`src/rtl/bchc_pkg.sv`:
```
// Package for the button click / hold classifier.
// Holds register map, event codes and counter limits; no dependencies.
package bchc_pkg;

    // Counter saturation limit for press and release counts
    localparam logic [15:0] TICK_LIMIT = 16'd60000;

    // Register reset values
    localparam logic [15:0] HOLD_TICKS_RST      = 16'd1000;
    localparam logic [9:0]  MIN_PRESS_TICKS_RST = 10'd3;
    localparam logic [15:0] GAP_TICKS_RST       = 16'd30;

    // Register word indexes (byte address = 4 * index)
    localparam int unsigned REG_IDX_W = 2;
    localparam logic [REG_IDX_W-1:0] REG_HOLD_TICKS      = 2'd0;
    localparam logic [REG_IDX_W-1:0] REG_MIN_PRESS_TICKS = 2'd1;
    localparam logic [REG_IDX_W-1:0] REG_GAP_TICKS       = 2'd2;

    // Event codes on the result word
    typedef enum logic [1:0] {
        EV_NONE   = 2'd0,
        EV_HOLD   = 2'd1,
        EV_DOUBLE = 2'd2,
        EV_SINGLE = 2'd3
    } event_kind_t;

    // Click tally value that resolves at once as a double click
    localparam logic [1:0] TALLY_DOUBLE = 2'd2;
    localparam logic [1:0] TALLY_SINGLE = 2'd1;

endpackage

```
`src/rtl/button_click_hold_classifier_top.sv`:
```
// Button click / hold classifier, top level.
// Depends on bchc_pkg (event codes, register map, counter limit).
//
// Usage:
//   Input channel (s_*): one word per sampling tick, s_tdata[0] is the pin
//   level (0 pressed, 1 released). Result channel (m_*): exactly one word per
//   input word, carrying the event decided on that tick and the pending-click
//   flag. Configuration goes through the APB port (hold_ticks at 0x0,
//   min_press_ticks at 0x4, gap_ticks at 0x8); write it only while idle.
//   The result is registered and appears in the cycle after acceptance.
//   Throughput: one tick per cycle while the receiver takes results. The
//   press/release counters and the click tally update from the accepted
//   word, and the result register sits behind them, so a new tick is taken
//   while the previous result is being taken downstream.
//   When the receiver stalls, the result register holds its word and
//   s_tready drops until it is taken; no word is lost.
//   Reset (aresetn low, synchronous) clears the counters, the tally and the
//   result valid flag, and loads the register defaults
//   (1000, 3, 30).
module button_click_hold_classifier_top (
    input  logic        aclk,
    input  logic        aresetn,
    // Input ticks
    input  logic        s_tvalid,
    output logic        s_tready,
    input  logic [7:0]  s_tdata,   // [0] pin_level, [7:1] zero
    // Results
    output logic        m_tvalid,
    input  logic        m_tready,
    output logic [7:0]  m_tdata,   // [1:0] event_kind, [2] clicks_pending, [7:3] zero
    // Configuration
    input  logic        psel,
    input  logic        penable,
    input  logic        pwrite,
    input  logic [3:0]  paddr,
    input  logic [31:0] pwdata,
    output logic [31:0] prdata,
    output logic        pready
);

    // Configuration registers
    logic [15:0] hold_ticks_reg;
    logic [9:0]  min_press_ticks_reg;
    logic [15:0] gap_ticks_reg;

    // Classifier state
    logic [15:0] press_ticks_reg,   press_ticks_next;
    logic [15:0] release_ticks_reg, release_ticks_next;
    logic [1:0]  click_tally_reg,   click_tally_next;

    // Result register
    logic                 out_valid_reg;
    bchc_pkg::event_kind_t event_reg, event_next;
    logic                 pending_reg;

    logic                 in_accept;
    logic                 cfg_write;
    logic [1:0]           reg_idx;
    logic                 pressed;
    logic [15:0]          press_inc;
    logic [1:0]           tally_rel;
    logic [15:0]          release_inc;

    // APB access
    assign pready    = 1'b1;
    assign reg_idx   = paddr[3:2];
    assign cfg_write = psel && penable && pwrite;

    always_ff @(posedge aclk) begin
        if (!aresetn) begin
            hold_ticks_reg      <= bchc_pkg::HOLD_TICKS_RST;
            min_press_ticks_reg <= bchc_pkg::MIN_PRESS_TICKS_RST;
            gap_ticks_reg       <= bchc_pkg::GAP_TICKS_RST;
        end else if (cfg_write) begin
            case (reg_idx)
                bchc_pkg::REG_HOLD_TICKS:      hold_ticks_reg      <= pwdata[15:0];
                bchc_pkg::REG_MIN_PRESS_TICKS: min_press_ticks_reg <= pwdata[9:0];
                bchc_pkg::REG_GAP_TICKS:       gap_ticks_reg       <= pwdata[15:0];
                default: ;
            endcase
        end
    end

    always_comb begin
        case (reg_idx)
            bchc_pkg::REG_HOLD_TICKS:      prdata = {16'd0, hold_ticks_reg};
            bchc_pkg::REG_MIN_PRESS_TICKS: prdata = {22'd0, min_press_ticks_reg};
            bchc_pkg::REG_GAP_TICKS:       prdata = {16'd0, gap_ticks_reg};
            default:                       prdata = 32'd0;
        endcase
    end

    // Handshake: take a word whenever the result slot is free or being drained
    assign s_tready  = !out_valid_reg || m_tready;
    assign in_accept = s_tvalid && s_tready;
    assign pressed   = !s_tdata[0];

    // Saturating increments
    assign press_inc   = (press_ticks_reg < bchc_pkg::TICK_LIMIT) ?
                         press_ticks_reg + 16'd1 : press_ticks_reg;
    assign release_inc = (release_ticks_reg < bchc_pkg::TICK_LIMIT) ?
                         release_ticks_reg + 16'd1 : release_ticks_reg;

    // Tally after a release edge possibly adds one click
    always_comb begin
        tally_rel = click_tally_reg;
        if (press_ticks_reg != 16'd0 &&
            press_ticks_reg > {6'd0, min_press_ticks_reg} &&
            press_ticks_reg < hold_ticks_reg) begin
            tally_rel = click_tally_reg + 2'd1;
        end
    end

    // Per-tick classification
    always_comb begin
        press_ticks_next   = press_ticks_reg;
        release_ticks_next = release_ticks_reg;
        click_tally_next   = click_tally_reg;
        event_next         = bchc_pkg::EV_NONE;
        if (pressed) begin
            release_ticks_next = 16'd0;
            press_ticks_next   = press_inc;
            if (press_inc == hold_ticks_reg) begin
                event_next       = bchc_pkg::EV_HOLD;
                click_tally_next = 2'd0;
            end
        end else begin
            press_ticks_next = 16'd0;
            click_tally_next = tally_rel;
            if (tally_rel != 2'd0) begin
                release_ticks_next = release_inc;
                if (tally_rel == bchc_pkg::TALLY_DOUBLE) begin
                    event_next         = bchc_pkg::EV_DOUBLE;
                    click_tally_next   = 2'd0;
                    release_ticks_next = 16'd0;
                end else if (release_inc > gap_ticks_reg) begin
                    if (tally_rel == bchc_pkg::TALLY_SINGLE) begin
                        event_next = bchc_pkg::EV_SINGLE;
                    end
                    click_tally_next   = 2'd0;
                    release_ticks_next = 16'd0;
                end
            end else begin
                release_ticks_next = 16'd0;
            end
        end
    end

    // State and result registers
    always_ff @(posedge aclk) begin
        if (!aresetn) begin
            press_ticks_reg   <= 16'd0;
            release_ticks_reg <= 16'd0;
            click_tally_reg   <= 2'd0;
            out_valid_reg     <= 1'b0;
        end else begin
            if (in_accept) begin
                press_ticks_reg   <= press_ticks_next;
                release_ticks_reg <= release_ticks_next;
                click_tally_reg   <= click_tally_next;
                out_valid_reg     <= 1'b1;
            end else if (m_tready) begin
                out_valid_reg     <= 1'b0;
            end
        end
    end

    always_ff @(posedge aclk) begin
        if (in_accept) begin
            event_reg   <= event_next;
            pending_reg <= click_tally_next[0];
        end
    end

    assign m_tvalid = out_valid_reg;
    assign m_tdata  = {5'd0, pending_reg, event_reg};

    // Checks
    a_release_idle: assert property (@(posedge aclk) disable iff (!aresetn)
        click_tally_reg == 2'd0 |-> release_ticks_reg == 16'd0)
        else $error("release counter running with no click pending");

    a_press_sat: assert property (@(posedge aclk) disable iff (!aresetn)
        press_ticks_reg <= bchc_pkg::TICK_LIMIT)
        else $error("press counter beyond saturation limit");

    a_event_clears: assert property (@(posedge aclk) disable iff (!aresetn)
        m_tvalid && (event_reg == bchc_pkg::EV_HOLD || event_reg == bchc_pkg::EV_DOUBLE ||
                     event_reg == bchc_pkg::EV_SINGLE) |-> !pending_reg)
        else $error("event reported while clicks still pending");

    a_one_per_tick: assert property (@(posedge aclk) disable iff (!aresetn)
        in_accept |=> m_tvalid)
        else $error("accepted tick produced no result");

endmodule
```
`config.mk`:
```
export PLATFORM = sky130hd
export DESIGN_NAME = button_click_hold_classifier_top
export DESIGN_NICKNAME = d
export VERILOG_FILES = /design/src/rtl/bchc_pkg.sv /design/src/rtl/button_click_hold_classifier_top.sv
export SDC_FILE = /design/constraint.sdc
export NUM_CORES = 1
export LEC_CHECK = 0
export ABC_CLOCK_PERIOD_IN_PS = 8050
export BUFFER_PORTS_ARGS = -buffer_cell sky130_fd_sc_hd__buf_2
export CAP_MARGIN = 20
export CORE_ASPECT_RATIO = 0.7
export CORE_MARGIN = 4
export CORE_UTILIZATION = 40
export DETAILED_ROUTE_END_ITERATION = 10
export PLACE_DENSITY = 0.59
export SKIP_LAST_GASP = 1
export SLEW_MARGIN = 25
export SYNTH_ARGS = -nofsm -noshare
export SYNTH_HDL_FRONTEND = slang
export SYNTH_SLANG_ARGS = --single-unit
```
`constraint.sdc`:
```
create_clock -name aclk -period 8.05 [get_ports aclk]
set_clock_uncertainty 0.2 [all_clocks]
set_input_delay 0.805 -clock aclk [delete_from_list [all_inputs] [get_ports aclk]]
set_output_delay 0.805 -clock aclk [all_outputs]
set_load 0.05 [all_outputs]
```
==> flow_summary.json <==
{
  "port_buffers": 46,
  "fin_crit_ns": 4.813,
  "row_count": 36,
  "synthSimpleGateAreaFrac_pct": 23.19,
  "fin_total_pwr_mw": 0.9628,
  "cp-start-kind": "register",
  "cts_tree": "built",
  "critPathRequiredTime_ns": 8.12,
  "synthMuxAreaShare_pct": 3.865,
  "root_buffer": "clkbuf_16",
  "cts_hold_buf": 0,
  "max_slew.worst_pin.slew_ns": 0.9560,
  "clock.fmax_mhz": 207.8,
  "core_sq_mm": 0.01405,
  "clock-sinks": 80,
  "multiInputGateArea_sq_mm": 0.003712,
  "vias": 5246,
  "initial_core_util_pct": 41.23,
  "synth_enable_flop_cells": 3,
  "wirelength_um": 16130,
  "dp_slack_ns": 3.382,
  "p_leak_nw": 2.580,
  "synth_xor_area_share_pct": 5.895,
  "dr.pass1.iters": 5,
  "clkSlewWorstSetupHoldPaths_ns": 0.07,
  "grt_pass1_vias": 4815,
  "io_pins": 94,
  "area_delta_synth_final_pct": 9.393,
  "slew_headroom_pct": 36.14,
  "hold-worst-slack_ns": 0.2731,
  "path_common_cell": "nand4_1",
  "timing.critical_path.cells": "a211o_1 > a21oi_1 > nor2b_1 > o2111ai_2 > nand2_1 > or3_1 > xnor2_1 > ha_1 > nand4_1 > nor3_1 > and2_1 > a31o_2 > nand4_1 > mux2i_2 > nand2_2 > o211ai_2",
  "period_share_pct": 59.78,
  "post-synth-top-count-cell": "nand2_1",
  "synthDistinctLibCells": 68,
  "drcViolationCount": 0,
  "report.final.slew_viol_count": 0,
  "cp.arrival_ns": 4.88,
  "overflow": 0,
  "critical_path_class": "reg -> reg",
  "yosysWarnings": 0,
  "finalSetupViolCount": 0,
  "grt_max_degree": 84,
  "antenna_found_initial": 0,
  "grt_pass1_wl_um": 25880,
  "drv_cap": 0,
  "synth_top_area_share_pct": 26.60,
  "max-vdd-ir-drop_uv": 98.92,
  "avgSynthCellArea_sq_um": 7.862,
  "layout-drive-gt1-share_pct": 11.45,
  "fin_util_pct": 45.10,
  "rsz0062_at_grt": "no",
  "place.gp.congestion": 0.8691,
  "cp-end-kind": "register",
  "ys_async_sr_fraction_pct": 0,
  "regArea_sq_mm": 0.001632,
  "critPathBufInv": 0,
  "ctsHtreeMaxLevel": 3,
  "synthCells": 737,
  "setup-tns-final_ns": 0,
  "grt_usage_pct": 19.39,
  "fp.dieH_um": 108.7,
  "n_antenna_cell": 0,
  "cts_setup_buffers": 0,
  "synth_compound_area_share_pct": 20.04,
  "clock_latency_ns": 0.35,
  "synth_top_family_by_area": "simple AND/OR/NAND/NOR gates",
  "path_max_fanout": 14,
  "max_stage_delay_ns": 0.68,
  "synth_area_leaders": "dfxtp_1 27%, ha_1 9.5%, nand2_1 8.0%, a21boi_0 5.2%, xnor2_1 5.0%",
  "design.die.area_sq_mm": 0.01651,
  "antenna_left": 0,
  "syn_area_sq_mm": 0.005794,
  "dieWidth_um": 151.9,
  "hold_class": "reg -> reg",
  "ctsResizeCount": 0,
  "synth_common_cells": "123 x nand2_1, 77 x dfxtp_1, 49 x inv_1, 44 x ha_1, 40 x a21boi_0",
  "layout.nets": 850,
  "wl_per_cell_um": 16.98,
  "cts_buffer_depth": 2,
  "ys_ff_latch": 80,
  "fin_ws_ns": 3.237,
  "synth.largest_area_cell": "dfxtp_1",
  "fill_cells": 1413,
  "yosys.area_share.adder_pct": 9.501,
  "crit_slowest_cell": "mux2i_2",
  "yosysSeqAreaShare_pct": 28.16,
  "cts_buffers": 9,
  "dp_hpwl_um": 11860,
  "synth-main-ff-cell": "dfxtp_1",
  "drt_iter0_markers": 348,
  "via_per_inst": 5.522,
  "status": "finished, final reports clean",
  "crit_family": "simple AND/OR/NAND/NOR gates",
  "hold_viol": 0,
  "p_per_area_mw_per_mm2": 151.9
}
-- worst reg2reg max path, delay by kind of cell (launching register included) --
| kind | cells | cell delay (ns) |
|---|---|---|
| AOI/OAI and AO/OA | 5 | 1.34 |
| xor gates and xnor gates | 1 | 0.16 |
| adders and majority gates | 1 | 0.30 |
| DFF | 1 | 0.39 |
| muxes | 1 | 0.68 |
| and+or+nand+nor | 8 | 1.68 |
-- stage by stage --
| stage | instance area, sq um | cells |
|---|---|---|
| floorplan | 5869 | 757 |
| global placement | 6022 | 934 |
| detailed placement | 6026 | 934 |
| CTS | 6339 | 950 |
| global route | 6339 | 950 |
| finish | 6339 | 950 |
-- area by class of cell --
class / count / share of cell area [%]
well taps: 190 / 3.750
repair buffers: 50 / 4.106
clock inverters: 6 / 1.165
inverters: 49 / 2.902
flip-flops and latches: 80 / 25.74
clock buffers: 10 / 3.770
multi-input cells: 565 / 58.57
-- cells in the final DEF (no fill, tap or decap), types with 11 or more instances in the layout --
| master | n |
|---|---|
| nand2_1 | 123 |
| dfxtp_1 | 77 |
| inv_1 | 49 |
| buf_2 | 46 |
| ha_1 | 44 |
| a21boi_0 | 40 |
| o21ai_0 | 37 |
| xnor2_1 | 33 |
| a21oi_1 | 29 |
| nand3_1 | 27 |
| nor2_1 | 25 |
| nand4_1 | 25 |
| conb_1 | 22 |
| mux2i_1 | 18 |
| o211ai_1 | 14 |
| and3_1 | 11 |
-- path summary, 6_finish.rpt --
check | cells after the start | end | start | slack [ns]
worst min register to register | 2 | click_tally_reg[1] | click_tally_reg[1] | 0.27
worst max register to register | 16 | release_ticks_reg[13] | release_ticks_reg[5] | 3.24
worst min-delay path | 2 | click_tally_reg[1] | click_tally_reg[1] | 0.27
worst max-delay path | 16 | release_ticks_reg[13] | release_ticks_reg[5] | 3.24
-- cells by family after synthesis --
family	Yosys count
AND/OR/NAND/NOR	272
flip-flops	80
multiplexers	21
XOR/XNOR	39
AO/OA/AOI/OAI	167
other	2
adder cells (fa/ha/maj)	44
buffers and inverters	112
-- report_power, final --
group / internal [mW] / total (mW) / leakage (nW) / switching, mW
Sequential: 0.402 / 0.407 / 0.652 / 0.00498
Clock: 0.255 / 0.446 / 0.156 / 0.192
Combinational: 0.0267 / 0.109 / 1.77 / 0.0824
-- layer usage --
layer / share of wire, % / global-route usage, % / wire length (um)
met2: 41 / 28.23 / 6594
met5: 0 / 0 / 0
met4: 0.89 / 4.490 / 143
met3: 6.1 / 3.213 / 986
met1: 52 / 29.78 / 8406
No activity file was read; power rests on OpenSTA's default activity.
